[src/sv/trap_int_pkg.sv]
// Shared constants, codes and types of the trapezoid running integral block.
package trap_int_pkg;

    localparam int SAMPLE_BITS_DEF = 16;
    localparam int SIGMA_BITS      = 12;
    localparam int S2_BITS         = 2 * SIGMA_BITS + 1;
    localparam int INTEG_BITS      = 48;
    localparam int ERROR_BITS      = 32;
    localparam int VAR_BITS        = 64;
    localparam int MODE_BITS       = 2;

    localparam logic [MODE_BITS-1:0] MODE_NONE = 2'd0;
    localparam int MODE_X_BIT = 0;
    localparam int MODE_Y_BIT = 1;

    typedef enum logic [2:0] {
        ST_IDLE,
        ST_MUL,
        ST_WAIT,
        ST_SUM,
        ST_VAR,
        ST_SQRT,
        ST_DONE
    } state_t;

    typedef enum logic [3:0] {
        OP_IXY,
        OP_ADY2,
        OP_ADX2,
        OP_PSX2,
        OP_SX2,
        OP_PSY2,
        OP_SY2,
        OP_XLO,
        OP_XHI,
        OP_YLO,
        OP_YHI
    } mul_op_t;

endpackage

[src/sv/trap_int_mul.sv]
// Shared unsigned multiplier with registered product.
module trap_int_mul #(
    parameter int W = 25
) (
    input  logic           clk,
    input  logic [W-1:0]   a,
    input  logic [W-1:0]   b,
    output logic [2*W-1:0] p
);
    logic [2*W-1:0] p_reg;

    always_ff @(posedge clk)
    begin
        p_reg <= a * b;
    end

    assign p = p_reg;
endmodule

[src/sv/trap_int_isqrt.sv]
// Iterative floor square root, one result bit per cycle.
module trap_int_isqrt (
    input  logic                              clk,
    input  logic                              rst_n,
    input  logic                              start,
    input  logic [trap_int_pkg::VAR_BITS-1:0] value,
    output logic                              done,
    output logic [trap_int_pkg::ERROR_BITS-1:0] root
);
    import trap_int_pkg::*;

    localparam int STEPS = VAR_BITS / 2;
    localparam int CNT_W = $clog2(STEPS);

    logic                busy_reg, busy_next;
    logic                done_reg, done_next;
    logic [CNT_W-1:0]    cnt_reg, cnt_next;
    logic [VAR_BITS-1:0] rem_reg, rem_next;
    logic [VAR_BITS-1:0] res_reg, res_next;
    logic [VAR_BITS-1:0] bit_reg, bit_next;
    logic [VAR_BITS-1:0] trial;

    always_comb
    begin
        busy_next = busy_reg;
        done_next = 1'b0;
        cnt_next  = cnt_reg;
        rem_next  = rem_reg;
        res_next  = res_reg;
        bit_next  = bit_reg;
        trial     = res_reg + bit_reg;
        if (start)
        begin
            busy_next = 1'b1;
            cnt_next  = '0;
            rem_next  = value;
            res_next  = '0;
            bit_next  = VAR_BITS'(1) << (VAR_BITS - 2);
        end
        else if (busy_reg)
        begin
            if (rem_reg >= trial)
            begin
                rem_next = rem_reg - trial;
                res_next = (res_reg >> 1) + bit_reg;
            end
            else
            begin
                res_next = res_reg >> 1;
            end
            bit_next = bit_reg >> 2;
            cnt_next = cnt_reg + CNT_W'(1);
            if (cnt_reg == CNT_W'(STEPS - 1))
            begin
                busy_next = 1'b0;
                done_next = 1'b1;
            end
        end
    end

    always_ff @(posedge clk or negedge rst_n)
    begin
        if (!rst_n)
        begin
            busy_reg <= 1'b0;
            done_reg <= 1'b0;
            cnt_reg  <= '0;
        end
        else
        begin
            busy_reg <= busy_next;
            done_reg <= done_next;
            cnt_reg  <= cnt_next;
        end
    end

    always_ff @(posedge clk)
    begin
        rem_reg <= rem_next;
        res_reg <= res_next;
        bit_reg <= bit_next;
    end

    assign done = done_reg;
    assign root = res_reg[ERROR_BITS-1:0];
endmodule

[src/sv/trapezoid_running_integral.sv]
// Top level: trapezoid running integral with error propagation.
//
// Input stream s_*: one sample per request. s_tuser is the first-sample flag
// that starts a new series; s_tdata packs sample_x, sample_y, sigma_x and
// sigma_y from bit 0 up. Output stream m_*: one result per request, with
// integral_x2 and error_x2 in m_tdata and the saturation flag in m_tuser.
// Both values carry one fractional bit (twice the true integral and error).
// cfg_we/cfg_wdata write error_mode; write it only while the block is idle.
//
// A continuing sample, once accepted, makes 11 passes through the one shared
// multiplier, drains it in ST_WAIT, accumulates in ST_SUM and ST_VAR, runs 32
// bit-serial square-root steps, waits for the root's registered done flag and
// loads the output register in ST_DONE; a new sample is taken only back in
// idle, after the result is loaded. A first sample goes straight to ST_DONE,
// skipping the multiplier and the root. s_tready is high only while idle.
// The result sits in an output register, so the next request is taken while
// it waits; if the receiver stalls, the following result holds in the final
// state until the register frees.
// Reset clears the previous sample, both accumulators, the flag and
// error_mode; the first result after reset continues from an all-zero sample.
module trapezoid_running_integral #(
    parameter int SAMPLE_BITS = trap_int_pkg::SAMPLE_BITS_DEF
) (
    input  logic clk,
    input  logic rst_n,
    // s_tdata: sample_x, sample_y, sigma_x, sigma_y (from bit 0), zero pad
    input  logic [((2*SAMPLE_BITS+2*trap_int_pkg::SIGMA_BITS+7)/8)*8-1:0] s_tdata,
    // s_tuser: first_sample
    input  logic s_tuser,
    input  logic s_tvalid,
    output logic s_tready,
    // m_tdata: integral_x2 [47:0], error_x2 [79:48]
    output logic [trap_int_pkg::INTEG_BITS+trap_int_pkg::ERROR_BITS-1:0] m_tdata,
    // m_tuser: saturated
    output logic m_tuser,
    output logic m_tvalid,
    input  logic m_tready,
    input  logic cfg_we,
    input  logic [trap_int_pkg::MODE_BITS-1:0] cfg_wdata
);
    import trap_int_pkg::*;

    localparam int SB = SAMPLE_BITS;
    localparam int DW = SB + 1;
    localparam int MW = (DW > S2_BITS) ? DW : S2_BITS;
    localparam int PW = 2 * MW;
    localparam int WW = 3 * MW + 1;
    localparam int IW = PW + 2;
    localparam int OW = INTEG_BITS + ERROR_BITS;

    state_t  state_reg, state_next;
    mul_op_t op_reg, op_next;
    mul_op_t cons_op_reg, cons_op_next;
    logic    cons_vld_reg, cons_vld_next;
    logic    m_tvalid_reg, m_tvalid_next;

    logic [MODE_BITS-1:0]  error_mode_reg, error_mode_next;
    logic [SB-1:0]         prev_x_reg, prev_x_next;
    logic [SB-1:0]         prev_y_reg, prev_y_next;
    logic [SIGMA_BITS-1:0] psx_reg, psx_next, sx_reg, sx_next;
    logic [SIGMA_BITS-1:0] psy_reg, psy_next, sy_reg, sy_next;
    logic [INTEG_BITS-1:0] integral_reg, integral_next;
    logic [VAR_BITS-1:0]   variance_reg, variance_next;
    logic                  sat_reg, sat_next;

    logic [DW-1:0]         ady_reg, ady_next, adx_reg, adx_next;
    logic                  neg_reg, neg_next;
    logic                  first_reg, first_next;
    logic [PW-1:0]         pmag_reg, pmag_next;
    logic [PW-1:0]         a2_reg, a2_next, b2_reg, b2_next;
    logic [S2_BITS-1:0]    s2x_reg, s2x_next, s2y_reg, s2y_next;
    logic [PW-1:0]         tlo_reg, tlo_next;
    logic [VAR_BITS-1:0]   termx_reg, termx_next, termy_reg, termy_next;
    logic [VAR_BITS-1:0]   term_reg, term_next;
    logic [OW-1:0]         out_data_reg, out_data_next;
    logic                  out_sat_reg, out_sat_next;

    logic [SB-1:0]         samp_x, samp_y;
    logic [SIGMA_BITS-1:0] sig_x, sig_y;
    logic [DW-1:0]         dy, dx;
    logic [MW-1:0]         mul_a, mul_b;
    logic [PW-1:0]         mul_p;
    logic [WW-1:0]         wide;
    logic [IW-1:0]         acc_ext, mag_ext, sprod, isum;
    logic [VAR_BITS:0]     tsum, vsum;
    logic [VAR_BITS-1:0]   tx, ty;
    logic                  sq_start, sq_done;
    logic [ERROR_BITS-1:0] sq_root;

    assign samp_x = s_tdata[SB-1:0];
    assign samp_y = s_tdata[2*SB-1:SB];
    assign sig_x  = s_tdata[2*SB+SIGMA_BITS-1:2*SB];
    assign sig_y  = s_tdata[2*SB+2*SIGMA_BITS-1:2*SB+SIGMA_BITS];

    assign dy = {samp_y[SB-1], samp_y} + {prev_y_reg[SB-1], prev_y_reg};
    assign dx = {samp_x[SB-1], samp_x} - {prev_x_reg[SB-1], prev_x_reg};

    trap_int_mul #(.W(MW)) u_mul (
        .clk (clk),
        .a   (mul_a),
        .b   (mul_b),
        .p   (mul_p)
    );

    trap_int_isqrt u_isqrt (
        .clk   (clk),
        .rst_n (rst_n),
        .start (sq_start),
        .value (variance_next),
        .done  (sq_done),
        .root  (sq_root)
    );

    always_comb
    begin
        state_next      = state_reg;
        op_next         = op_reg;
        cons_op_next    = cons_op_reg;
        cons_vld_next   = 1'b0;
        m_tvalid_next   = m_tvalid_reg;
        error_mode_next = error_mode_reg;
        prev_x_next     = prev_x_reg;
        prev_y_next     = prev_y_reg;
        psx_next        = psx_reg;
        sx_next         = sx_reg;
        psy_next        = psy_reg;
        sy_next         = sy_reg;
        integral_next   = integral_reg;
        variance_next   = variance_reg;
        sat_next        = sat_reg;
        ady_next        = ady_reg;
        adx_next        = adx_reg;
        neg_next        = neg_reg;
        first_next      = first_reg;
        pmag_next       = pmag_reg;
        a2_next         = a2_reg;
        b2_next         = b2_reg;
        s2x_next        = s2x_reg;
        s2y_next        = s2y_reg;
        tlo_next        = tlo_reg;
        termx_next      = termx_reg;
        termy_next      = termy_reg;
        term_next       = term_reg;
        out_data_next   = out_data_reg;
        out_sat_next    = out_sat_reg;
        mul_a           = '0;
        mul_b           = '0;
        sq_start        = 1'b0;
        s_tready        = (state_reg == ST_IDLE);

        wide    = WW'({mul_p, {MW{1'b0}}}) + WW'(tlo_reg);
        acc_ext = {{(IW-INTEG_BITS){integral_reg[INTEG_BITS-1]}}, integral_reg};
        mag_ext = IW'(pmag_reg);
        sprod   = neg_reg ? (IW'(0) - mag_ext) : mag_ext;
        isum    = acc_ext + sprod;
        tx      = error_mode_reg[MODE_X_BIT] ? termx_reg : '0;
        ty      = error_mode_reg[MODE_Y_BIT] ? termy_reg : '0;
        tsum    = (VAR_BITS+1)'(tx) + (VAR_BITS+1)'(ty);
        vsum    = (VAR_BITS+1)'(variance_reg) + (VAR_BITS+1)'(term_reg);

        if (cfg_we)
            error_mode_next = cfg_wdata;
        if (m_tready)
            m_tvalid_next = 1'b0;

        // product of the previous multiplier pass
        if (cons_vld_reg)
        begin
            case (cons_op_reg)
                OP_IXY:  pmag_next = mul_p;
                OP_ADY2: a2_next = mul_p;
                OP_ADX2: b2_next = mul_p;
                OP_PSX2: s2x_next = S2_BITS'(mul_p);
                OP_SX2:  s2x_next = s2x_reg + S2_BITS'(mul_p);
                OP_PSY2: s2y_next = S2_BITS'(mul_p);
                OP_SY2:  s2y_next = s2y_reg + S2_BITS'(mul_p);
                OP_XLO, OP_YLO: tlo_next = mul_p;
                OP_XHI:
                begin
                    if (|wide[WW-1:VAR_BITS])
                    begin
                        termx_next = '1;
                        if (error_mode_reg[MODE_X_BIT])
                            sat_next = 1'b1;
                    end
                    else
                        termx_next = wide[VAR_BITS-1:0];
                end
                OP_YHI:
                begin
                    if (|wide[WW-1:VAR_BITS])
                    begin
                        termy_next = '1;
                        if (error_mode_reg[MODE_Y_BIT])
                            sat_next = 1'b1;
                    end
                    else
                        termy_next = wide[VAR_BITS-1:0];
                end
                default: ;
            endcase
        end

        unique case (state_reg)
            ST_IDLE:
            begin
                if (s_tvalid)
                begin
                    prev_x_next = samp_x;
                    prev_y_next = samp_y;
                    psx_next    = sx_reg;
                    sx_next     = sig_x;
                    psy_next    = sy_reg;
                    sy_next     = sig_y;
                    neg_next    = dy[DW-1] ^ dx[DW-1];
                    ady_next    = dy[DW-1] ? (DW'(0) - dy) : dy;
                    adx_next    = dx[DW-1] ? (DW'(0) - dx) : dx;
                    first_next  = s_tuser;
                    if (s_tuser)
                    begin
                        integral_next = '0;
                        variance_next = '0;
                        sat_next      = 1'b0;
                        state_next    = ST_DONE;
                    end
                    else
                    begin
                        op_next    = OP_IXY;
                        state_next = ST_MUL;
                    end
                end
            end
            ST_MUL:
            begin
                case (op_reg)
                    OP_IXY:  begin mul_a = MW'(ady_reg); mul_b = MW'(adx_reg); end
                    OP_ADY2: begin mul_a = MW'(ady_reg); mul_b = MW'(ady_reg); end
                    OP_ADX2: begin mul_a = MW'(adx_reg); mul_b = MW'(adx_reg); end
                    OP_PSX2: begin mul_a = MW'(psx_reg); mul_b = MW'(psx_reg); end
                    OP_SX2:  begin mul_a = MW'(sx_reg);  mul_b = MW'(sx_reg);  end
                    OP_PSY2: begin mul_a = MW'(psy_reg); mul_b = MW'(psy_reg); end
                    OP_SY2:  begin mul_a = MW'(sy_reg);  mul_b = MW'(sy_reg);  end
                    OP_XLO:  begin mul_a = a2_reg[MW-1:0];  mul_b = MW'(s2x_reg); end
                    OP_XHI:  begin mul_a = a2_reg[PW-1:MW]; mul_b = MW'(s2x_reg); end
                    OP_YLO:  begin mul_a = b2_reg[MW-1:0];  mul_b = MW'(s2y_reg); end
                    OP_YHI:  begin mul_a = b2_reg[PW-1:MW]; mul_b = MW'(s2y_reg); end
                    default: ;
                endcase
                cons_vld_next = 1'b1;
                cons_op_next  = op_reg;
                if (op_reg == OP_YHI)
                    state_next = ST_WAIT;
                else
                    op_next = mul_op_t'(op_reg + 4'd1);
            end
            ST_WAIT:
                state_next = ST_SUM;
            ST_SUM:
            begin
                if ((&isum[IW-1:INTEG_BITS-1]) || !(|isum[IW-1:INTEG_BITS-1]))
                    integral_next = isum[INTEG_BITS-1:0];
                else
                begin
                    sat_next      = 1'b1;
                    integral_next = isum[IW-1] ? {1'b1, {(INTEG_BITS-1){1'b0}}}
                                               : {1'b0, {(INTEG_BITS-1){1'b1}}};
                end
                if (tsum[VAR_BITS])
                begin
                    term_next = '1;
                    sat_next  = 1'b1;
                end
                else
                    term_next = tsum[VAR_BITS-1:0];
                state_next = ST_VAR;
            end
            ST_VAR:
            begin
                if (error_mode_reg == MODE_NONE)
                    variance_next = '0;
                else if (vsum[VAR_BITS])
                begin
                    variance_next = '1;
                    sat_next      = 1'b1;
                end
                else
                    variance_next = vsum[VAR_BITS-1:0];
                sq_start   = 1'b1;
                state_next = ST_SQRT;
            end
            ST_SQRT:
            begin
                if (sq_done)
                    state_next = ST_DONE;
            end
            ST_DONE:
            begin
                if (!m_tvalid_reg || m_tready)
                begin
                    m_tvalid_next = 1'b1;
                    out_data_next = {first_reg ? '0 : sq_root, integral_reg};
                    out_sat_next  = sat_reg;
                    state_next    = ST_IDLE;
                end
            end
            default:
                state_next = ST_IDLE;
        endcase
    end

    always_ff @(posedge clk or negedge rst_n)
    begin
        if (!rst_n)
        begin
            state_reg      <= ST_IDLE;
            op_reg         <= OP_IXY;
            cons_op_reg    <= OP_IXY;
            cons_vld_reg   <= 1'b0;
            m_tvalid_reg   <= 1'b0;
            error_mode_reg <= MODE_NONE;
            prev_x_reg     <= '0;
            prev_y_reg     <= '0;
            psx_reg        <= '0;
            sx_reg         <= '0;
            psy_reg        <= '0;
            sy_reg         <= '0;
            integral_reg   <= '0;
            variance_reg   <= '0;
            sat_reg        <= 1'b0;
        end
        else
        begin
            state_reg      <= state_next;
            op_reg         <= op_next;
            cons_op_reg    <= cons_op_next;
            cons_vld_reg   <= cons_vld_next;
            m_tvalid_reg   <= m_tvalid_next;
            error_mode_reg <= error_mode_next;
            prev_x_reg     <= prev_x_next;
            prev_y_reg     <= prev_y_next;
            psx_reg        <= psx_next;
            sx_reg         <= sx_next;
            psy_reg        <= psy_next;
            sy_reg         <= sy_next;
            integral_reg   <= integral_next;
            variance_reg   <= variance_next;
            sat_reg        <= sat_next;
        end
    end

    always_ff @(posedge clk)
    begin
        ady_reg      <= ady_next;
        adx_reg      <= adx_next;
        neg_reg      <= neg_next;
        first_reg    <= first_next;
        pmag_reg     <= pmag_next;
        a2_reg       <= a2_next;
        b2_reg       <= b2_next;
        s2x_reg      <= s2x_next;
        s2y_reg      <= s2y_next;
        tlo_reg      <= tlo_next;
        termx_reg    <= termx_next;
        termy_reg    <= termy_next;
        term_reg     <= term_next;
        out_data_reg <= out_data_next;
        out_sat_reg  <= out_sat_next;
    end

    assign m_tdata  = out_data_reg;
    assign m_tuser  = out_sat_reg;
    assign m_tvalid = m_tvalid_reg;

`ifndef SYNTHESIS
    a_sqrt_done_in_sqrt: assert property (@(posedge clk) disable iff (!rst_n)
        sq_done |-> state_reg == ST_SQRT)
        else $error("square root finished outside its wait state");

    a_accept_leaves_idle: assert property (@(posedge clk) disable iff (!rst_n)
        (s_tvalid && s_tready) |=> state_reg != ST_IDLE)
        else $error("accepted request did not start work");

    a_result_from_done: assert property (@(posedge clk) disable iff (!rst_n)
        $rose(m_tvalid) |-> $past(state_reg) == ST_DONE)
        else $error("result raised outside the final state");

    a_mul_drains: assert property (@(posedge clk) disable iff (!rst_n)
        state_reg == ST_SUM |-> !cons_vld_reg)
        else $error("multiplier product still pending at accumulate");
`endif
endmodule
[config.mk]
export PLATFORM = sky130hd
export DESIGN_NAME = trapezoid_running_integral
export DESIGN_NICKNAME = d
export VERILOG_FILES = /design/src/sv/trap_int_pkg.sv /design/src/sv/trap_int_mul.sv /design/src/sv/trap_int_isqrt.sv /design/src/sv/trapezoid_running_integral.sv
export SDC_FILE = /design/constraint.sdc
export NUM_CORES = 2
export LEC_CHECK = 0
export BUFFER_PORTS_ARGS = -buffer_cell sky130_fd_sc_hd__buf_2
export CAP_MARGIN = 30
export CORE_MARGIN = 1
export CORE_UTILIZATION = 61
export CTS_BUF_LIST = sky130_fd_sc_hd__clkbuf_4 sky130_fd_sc_hd__clkbuf_8 sky130_fd_sc_hd__clkbuf_16
export DETAILED_ROUTE_END_ITERATION = 6
export PLACE_DENSITY = 0.9
export SYNTH_ARGS = -nofsm -noshare
export SYNTH_HDL_FRONTEND = slang
export SYNTH_HIERARCHICAL = 1
export SYNTH_SLANG_ARGS = --single-unit
[constraint.sdc]
create_clock -name clk -period 11.6 [get_ports clk]
set_input_delay 1.16 -clock clk [delete_from_list [all_inputs] [get_ports clk]]
set_output_delay 1.16 -clock clk [all_outputs]
set_load 0.1 [all_outputs]
==> flow_summary.json <==
{
  "fmax_ghz": 0.0988,
  "setup_viol": 0,
  "clkTransAtPathRegs_ns": 0.07,
  "viasPerCell": 6.34,
  "numCtsBuffers": 101,
  "cp_num_buf_inv": 9,
  "dpl.hpwl_mm": 166,
  "synth_mux_area_share_pct": 1.60,
  "worstSetupStartpointType": "flop",
  "relSlewSlack_pct": 26.3,
  "drt_iter0_drc": 6837,
  "drt_wl_total_mm": 227,
  "syn_to_final_growth_pct": 7.50,
  "hold_viol_final": 0,
  "period_share_pct": 87.3,
  "violations": "design-rule violations",
  "timing.rr.start": "op_reg[0]",
  "root_buffer": "clkbuf_16",
  "cts.sinks": 984,
  "syn_inst": 8759,
  "grt_max_degree": 126,
  "synth_top_family_by_area": "adder cells",
  "timing.rr.end": "u_mul/p[46]",
  "clock_latency_ns": 0.77,
  "fp.dieH_um": 370,
  "synth_compound_area_share_pct": 16.3,
  "synthDistinctLibCells": 97,
  "path_max_fanout": 26,
  "largest_register_ffs": 80,
  "arrival_ns": 10.74,
  "ff2ff_path_depth": 31,
  "die_area_sq_um": 137000,
  "comb_power_share_pct": 57.3,
  "synth_edf_count": 623,
  "p_sw_share_pct": 47.1,
  "ant_nets": 0,
  "outcome": "finished, violations left",
  "regToRegSetupSlack_ns": 1.47,
  "power.switching_mw": 10.7,
  "yosysSeqAreaShare_pct": 32.8,
  "grt.total_usage_pct": 32.9,
  "fin_setup_tns_ns": 0,
  "cts_tree": "done",
  "mostFrequentLayoutCell": "nand2_1",
  "drive_gt1_share_pct": 7.69,
  "grt_overflow": 0,
  "fin_crit_ns": 10.13,
  "synth_xor_area_share_pct": 5.53,
  "ctsLongestPathBuffers": 3,
  "finalPower_mw": 22.6,
  "pin_count": 147,
  "critical-path-slowest-cell": "a31oi_2",
  "p_per_area_nw_per_um2": 255,
  "crit_type": "reg -> reg",
  "cp-startpoint": "op_reg[0]",
  "slew_violations": 0,
  "synth_seq_cells": 984,
  "async_flop_share_pct": 21.8,
  "crit_path_max_incr_delay_ns": 0.83,
  "synth_area_per_cell_sq_um": 9.41,
  "grt_pass1_vias": 67000,
  "gp_congestion": 1.00,
  "place.port_buffers": 146,
  "die_x_um": 370,
  "layout_common_cells": "nand2_1, inv_1, edfxtp_1, ha_1, fa_1",
  "grt_pass1_wl_mm": 357,
  "h-tree-depth": 3,
  "synthesis.nets": 9968,
  "cap_violations": 0,
  "synth_flop_cell": "edfxtp_1",
  "coreArea_sq_um": 134000,
  "synth_fa_ha_area_share_pct": 22.3,
  "post-cts-setup-buffers": 0,
  "cp_top_family": "adder cells",
  "vdd_drop_max_uv": 246,
  "cp.required_ns": 12.21,
  "synth-simple-area-share_pct": 15.9,
  "ctsHoldBuffers": 0,
  "wl_per_cell_um": 21.5,
  "rows": 134,
  "clkPwrFrac_pct": 15.6,
  "drt_first_pass_iters": 7,
  "seq_power_share_pct": 27.2,
  "endpoint_kind": "flop",
  "vias": 66900,
  "rsz0062_at_grt": "false",
  "p_int_mw": 11.9,
  "start_util_pct": 61.6,
  "antenna_found_initial": 7,
  "synth_warnings": 6,
  "whs_ns": 0.410,
  "post_cts_resized": 0,
  "netlist_area_sq_um": 82400,
  "worstMarginPinSlew_ns": 1.10,
  "power_leakage_nw": 38.9,
  "drc": 9,
  "finClkSkew_ns": 0.0647,
  "fin_nets": 9900,
  "min_path_type": "in -> async"
}
## cells by family after synthesis
family	Yosys count
simple gates	2716
compound gates	2072
buf+inv	1200
fa+ha+maj	1145
flops	984
xor+xnor	520
mux	122
## power groups by stage
stage | registers (mW) | clock network, mW | logic (mW)
floorplan | 5.92 | 0 | 9.53
global route | 6.21 | 3.67 | 14.1
global placement | 6.09 | 0 | 12.1
finish | 6.14 | 3.52 | 12.9
CTS | 6.09 | 3.54 | 12.6
detailed placement | 6.14 | 0 | 12.5
## cells in the mapped netlist (all sizes together), types with 17 or more instances
cell | number | area (sq um)
nand2 | 1102 | 4140
inv | 762 | 2860
edfxtp | 623 | 18700
ha | 610 | 7630
fa | 535 | 10700
o21ai | 513 | 2570
and2 | 495 | 3100
a21oi | 491 | 2460
nor2 | 434 | 1630
clkbuf | 375 | 1410
xnor2 | 318 | 2790
dfrtp | 215 | 5380
a21o | 206 | 1550
xor2 | 202 | 1770
dfxtp | 146 | 2920
a31oi | 138 | 863
nand3 | 106 | 536
nor2b | 104 | 651
a22oi | 96 | 721
nor3 | 93 | 465
nand4 | 91 | 569
nand2b | 81 | 514
a211oi | 76 | 581
mux2 | 76 | 856
o21bai | 76 | 571
o31ai | 66 | 500
o21a | 65 | 488
buf | 62 | 414
and3 | 51 | 319
a221oi | 46 | 409
mux2i | 46 | 460
or3 | 43 | 294
o211ai | 37 | 283
a311oi | 34 | 298
a22o | 28 | 245
or4 | 24 | 206
a21boi | 22 | 165
nor4 | 22 | 150
o41ai | 22 | 245
or2 | 21 | 136
a222oi | 17 | 170
## stage by stage
stage	std cells	util [%]	setup WS, ns	area (sq um)
2_1_floorplan	8759	-	3.10	82400
3_3_place_gp	10300	63.4	2.02	84800
6_report	10600	66.2	1.47	88600
4_1_cts	10500	66.1	1.76	88500
5_1_grt	10600	66.2	1.17	88600
3_5_place_dp	10400	63.5	1.77	84900
## worst max-delay path by stage
| stage | endpoint | slack, ns | depth (start not counted) |
|---|---|---|---|
| final | u_mul/p[46] | 1.47 | 31 |
| after global routing | u_mul/p[48] | 1.17 | 28 |
| after CTS | u_mul/p[46] | 1.76 | 31 |
| after detailed placement | u_mul/p[46] | 1.77 | 31 |
| after global placement | u_mul/p[46] | 2.02 | 30 |
| after floorplan | u_mul/p[47] | 3.10 | 33 |
## routing by layer
metal / wire length, um / up-vias / share of wire [%] / global-route usage [%]
li1: - / 30300 / - / -
met1: 83400 / 31900 / 37 / 39.9
met2: 106000 / 3825 / 47 / 54.2
met3: 23400 / 903 / 10 / 7.80
met4: 14000 / 0 / 6.2 / 17.6
met5: 0 / - / 0 / 0
## final cells by class
class                           instances  area (sq um)
Clock inverter                         58           693
Multi-Input combinational cell       6575         51200
Tap cell                             1768          2210
Sequential cell                       984         27000
Timing Repair Buffer                  266          1730
Clock buffer                          134          2910
Antenna cell                            5          12.5
Inverter                              763          2860
Fill cell                            9779         45200
Note: power is estimated with default switching activity, not from simulation.
